### config.mk
export PLATFORM = sky130hd
export DESIGN_NAME = pps_lerp
export DESIGN_NICKNAME = d
export VERILOG_FILES = /design/src/sv/pps_lerp.sv
export SDC_FILE = /design/constraint.sdc
export NUM_CORES = 2
export LEC_CHECK = 0
export BUFFER_PORTS_ARGS = -buffer_cell sky130_fd_sc_hd__buf_2
export CORE_UTILIZATION = 60
export CTS_BUF_LIST = sky130_fd_sc_hd__clkbuf_16
export DETAILED_ROUTE_END_ITERATION = 7
export HOLD_SLACK_MARGIN = 0.05
export MAX_ROUTING_LAYER = met4
export PLACE_DENSITY_LB_ADDON = 0.3
export SLEW_MARGIN = 20
export SYNTH_ARGS = -nofsm -noshare
export SYNTH_HDL_FRONTEND = slang
export SYNTH_SLANG_ARGS = --single-unit
### constraint.sdc
create_clock -name clock -period 19.15 [get_ports clock]
set_clock_uncertainty 0.05 [all_clocks]
set_input_delay 0.9575 -clock clock [delete_from_list [all_inputs] [get_ports clock]]
set_output_delay 0.9575 -clock clock [all_outputs]
set_load 0.03 [all_outputs]
### src/sv/pps_lerp.sv
`default_nettype none
// Two-stage linear interpolation: v1 + round((v2-v1)*f/65536)
module pps_lerp (
   input  wire logic        clock,
   input  wire logic        en,
   input  wire logic [31:0] a,
   input  wire logic [31:0] b,
   input  wire logic [15:0] f,
   output logic      [33:0] result
);
   logic signed [32:0] d_ff, d_in;
   logic signed [31:0] v1_ff, v1p_ff;
   logic [15:0] f_ff;
   logic signed [50:0] prod_ff, prod_in;

   assign d_in = $signed({b[31], b}) - $signed({a[31], a});
   assign prod_in = d_ff * $signed({1'b0, f_ff});

   // hold difference, then product
   always_ff @(posedge clock) begin
      if (en) begin
         d_ff    <= d_in;
         v1_ff   <= a;
         f_ff    <= f;
         prod_ff <= prod_in;
         v1p_ff  <= v1_ff;
      end
   end

   logic signed [50:0] rnd;
   assign rnd = (prod_ff + 51'sd32768) >>> 16;
   assign result = 34'($signed({{2{v1p_ff[31]}}, v1p_ff}) + $signed(rnd[33:0]));
endmodule
`default_nettype wire

# [After elaboration in Yosys (flattened, before gate mapping)]
# Index checks and enable logic that the tools add are counted.
[word_totals] ff_bits=163 output_inout_bits=34 word_cells=9
[classes] n_addsub=3 multipliers=1
[ops] operator="$add 50x17->50 const B" count=1
[ops] operator="$mul 33x17->50" count=1
[ops] operator="$add 32x34->34" count=1
[ops] operator="$sub 32x32->33" count=1

# [Longest topological paths before layout]
[depth] depth_word=2 depth_mapped=26 ltp_nobuf=24

# [Worst setup path after synthesis]
# No wires, ideal clock.
[synth_timing] kind="reg2reg" start="reg f_ff[2]" end="reg, netlist name prod_ff[49]" arrival_ns=6.236 required_ns=18.840 path_slack_ns=12.604 path_stages_with_launch=23 n_path_buf=1 synth_period_minus_slack_ns=6.546 path_cell_list="edfxtp_1 -> clkbuf_1 -> nand2_1 -> inv_1 -> fa_1 -> fa_1 -> fa_1 -> fa_1 -> fa_1 -> inv_1 -> fa_1 -> inv_1 -> ha_1 -> a21o_1 -> a21o_1 -> a21oi_1 -> o21ai_0 -> a2111oi_1 -> o211ai_1 -> a21o_1 -> a41o_1 -> a21oi_2 -> xnor2_1"
[synth_between] elab_chain_len=1
[synth_rtl] item="start: declaration" line="13" source="logic [15:0] f_ff;"
[synth_rtl] item="start signal: assignment" line="24" source="f_ff <= f;"
[synth_rtl] item="$mul 33x17->50" line="17" source="assign prod_in = d_ff * $signed({1'b0, f_ff});"
[synth_rtl] item="named net prod_in[49]" line="14" source="logic signed [50:0] prod_ff, prod_in;"
# The timed path passes the listed nets, and every way through them passes these cells.
# A chain may end at the register's enable or synchronous reset.

# [Worst setup path in the final report]
[layout_timing] start="reg f_ff[7]" end="reg prod_ff[42], data pin"
[layout_between] elab_chain_len=1
[layout_rtl] item="$mul 33x17->50" line="17"
[layout_rtl] item="named net prod_in[42]" line="14"
[layout_rtl] item="end signal: assignment" line="25" source="prod_ff <= prod_in;"
[layout_rtl] item="end: declaration" line="14"
# The timed path passes the listed nets, and every way through them passes these cells.

==> run_results.csv <==
group,metric,value,unit
logic_synthesis,syn_avg_cell_area,9.60,µm²
cts,clock_sinks,148,
critical_path,crit_slowest_cell,"edfxtp_1",
detailed_routing,drc_errors,0,
logic_synthesis,synth_top_area_share,38.6,%
grt,antenna_found_initial,1,
floorplan,num_rows,75,
detailed_routing,vias_per_cell,5.63,
detailed_routing,ant_nets,0,
logic_synthesis,syn_nets,3482,
floorplan,die_h,210,µm
layout,fin_nets,3543,
status,status,"completed",
critical_path,rrSetupSlack,11.65,ns
logic_synthesis,ys_ff_latch,148,
cts,cts_inserted_buffers,17,
cts,cts_max_level,4,
logic_synthesis,yosysTopAreaCell,"fa_1",
min_path,min-delay-start,"v1_ff[1]",
timing,worst_pin_slew,1.06,ns
grt,grt_pass1_wl,106000,µm
timing,fmax,133,MHz
grt,grt_overflow,0,
grt,grt_pass1_vias,21000,
logic_synthesis,yosysWarnings,0,
critical_path,r2r-start,"f_ff[7]",
logic_synthesis,ys.flop_type,"edfxtp_1",
critical_path,cp-end-kind,"register",
placed_design,dp_hpwl,49800,µm
logic_synthesis,synthTopCellsByCount,"626 x inv_1, 503 x fa_1, 400 x nand2_1, 193 x and2_1, 183 x ha_1",
logic_synthesis,yosys-top-cells-area,"fa_1 39%, edfxtp_1 17%, inv_1 9.0%, ha_1 8.8%, nand2_1 5.8%",
min_path,min_path_type,"register to register",
floorplan,coreArea,0.0424,mm²
cts,path_clk_slew,0.07,ns
timing,final-max-slew-violation-count,0,
placed_design,gp_congestion,0.931,
run,maxCapViolCount,0,
detailed_routing,vias,18900,
layout,synthToLayoutAreaGrowth,6.73,%
timing,hold_ws,0.370,ns
critical_path,cpMostUsedCell,"fa_1",
cts,post-cts-setup-buffers,0,
placed_design,postPlaceCellArea,0.0272,mm²
logic_synthesis,ys_seq_area_share,17.1,%
layout,drive_gt1_share,6.46,%
logic_synthesis,syn_inst,2714,
critical_path,cp.arrival,7.68,ns
logic_synthesis,synth_most_common_cell,"inv_1",
placed_design,dp_slack,11.83,ns
timing,finalSetupTns,0,ns
timing,period_share,39.2,%
cts,cts_hold_buf,0,
floorplan,die_w,210,µm
critical_path,r2r_cells,22,
critical_path,critPathMaxStageDelay,1.05,ns
grt,grt_max_degree,83,
grt,track_usage,32.4,%
timing,slew_headroom,29.4,%
placed_design,port-buffer-count,115,
cts,clock-root-buffer,"clkbuf_16",
logic_synthesis,async_reset_ff_share,0,%
timing,setup_ws,11.65,ns
critical_path,startpoint_type,"register",
logic_synthesis,yosysUniqueCellTypes,64,
critical_path,crit_required,19.33,ns
critical_path,reg2reg_to,"prod_ff[42]",
critical_path,cp_cell_sequence,"and2_1 -> fa_1 -> inv_1 -> fa_1 -> fa_1 -> fa_1 -> inv_1 -> fa_1 -> inv_1 -> fa_1 -> inv_1 -> ha_1 -> o21a_1 -> o211a_1 -> o211ai_1 -> a21oi_1 -> a211oi_2 -> nor3_2 -> nor2_2 -> o41ai_2 -> a21oi_1 -> xnor2_1",
cts,clock_path_buffers,2,
floorplan,ios,116,
detailed_routing,drtPass1Iterations,7,
min_path,hold_path_end,"v1p_ff[1]",
detailed_routing,routed_wl,64400,µm
critical_path,crit_fanout,33,
detailed_routing,wl_per_cell,19.1,µm
layout,final_area,0.0278,mm²
cts,post_cts_resized,0,
timing,period_needed,7.50,ns
detailed_routing,drt_iter0_drc,1404,
logic_synthesis,synth.cell_area,0.0261,mm²
critical_path,setup.worst_path.class,"register to register",
timing,setup_viol,0,
cts,insertion_delay,0.49,ns
floorplan,dieArea,0.0443,mm²
min_path,hold_depth,0,
logic_synthesis,synth_edf_count,148,
floorplan,initial_core_util,61.5,%
timing,rsz0062_at_grt,"false",
timing,hold_viol,0,
cts,cts_tree,"done",
-- critical path: cells and delay by family (launching register included) --
kind	cells	cell delay (ns)
AO/OA/AOI/OAI	7	1.69
XOR/XNOR	1	0.14
adder cells (fa/ha/maj)	7	3.13
buffers and inverters	4	0.23
flip-flops	1	1.05
AND/OR/NAND/NOR	3	0.95
-- worst max-delay path by stage --
| stage | startpoint | slack (ns) | to |
|---|---|---|---|
| after floorplan | f_ff[2] | 12.60 | prod_ff[49] |
| after global placement | f_ff[2] | 11.65 | prod_ff[49] |
| after detailed placement | f_ff[7] | 11.83 | prod_ff[42] |
| after CTS | f_ff[7] | 11.82 | prod_ff[39] |
| after global routing | f_ff[7] | 11.45 | prod_ff[42] |
| final | f_ff[7] | 11.65 | prod_ff[42] |
-- cells by family after synthesis --
family / Yosys count / share of synthesized area [%]
and+or+nand+nor: 768 / 13.9
buffers and inverters: 714 / 10.3
adders and majority gates: 686 / 47.4
AOI/OAI and AO/OA: 266 / 6.80
DFF: 148 / 17.1
xor gates and xnor gates: 130 / 4.37
muxes: 2 / 0.0768
-- final cells by class --
cell class	count	area (µm²)
repair buffers	130	734
well taps	577	722
inverters	626	2350
multi-input cells	1852	18900
clock buffers	17	425
fillers	3320	14600
clock inverters	15	214
flip-flops and latches	148	4440
diodes	1	2.50
-- routing by layer --
metal	part of all wire, %	vias up	wire, µm	track usage (%)
li1	-	8412	-	-
met4	4.2	0	2690	14.4
met2	50	787	32100	53.6
met3	7.8	205	5010	5.60
met1	38	9543	24700	39.3
met5	0	-	0	-
-- through the flow --
stage                     cells  utilization [%]
after floorplan            2714                -
after global placement     3331             63.9
after detailed placement   3333             64.1
after CTS                  3365             65.6
after global routing       3366             65.6
final                      3366             65.6
-- registers in the layout (all words and copies together), names as in the netlist --
name	count
prod_ff	35
v1_ff	32
f_ff	16
v1p_ff	32
d_ff	33
-- placed cells by master, fill, tap and decap left out, drive strengths merged, types with 41 or more instances in the layout --
cell	synthesis	layout
inv	626	629
fa	503	503
nand2	400	400
and2	193	193
ha	183	183
edfxtp	148	148
buf	3	130
a21oi	96	96
xnor2	92	92
nor2	57	57
a21o	41	41
Power is not shown: default switching activity piles up to over one toggle a cycle in this logic, so the estimate is an artifact.
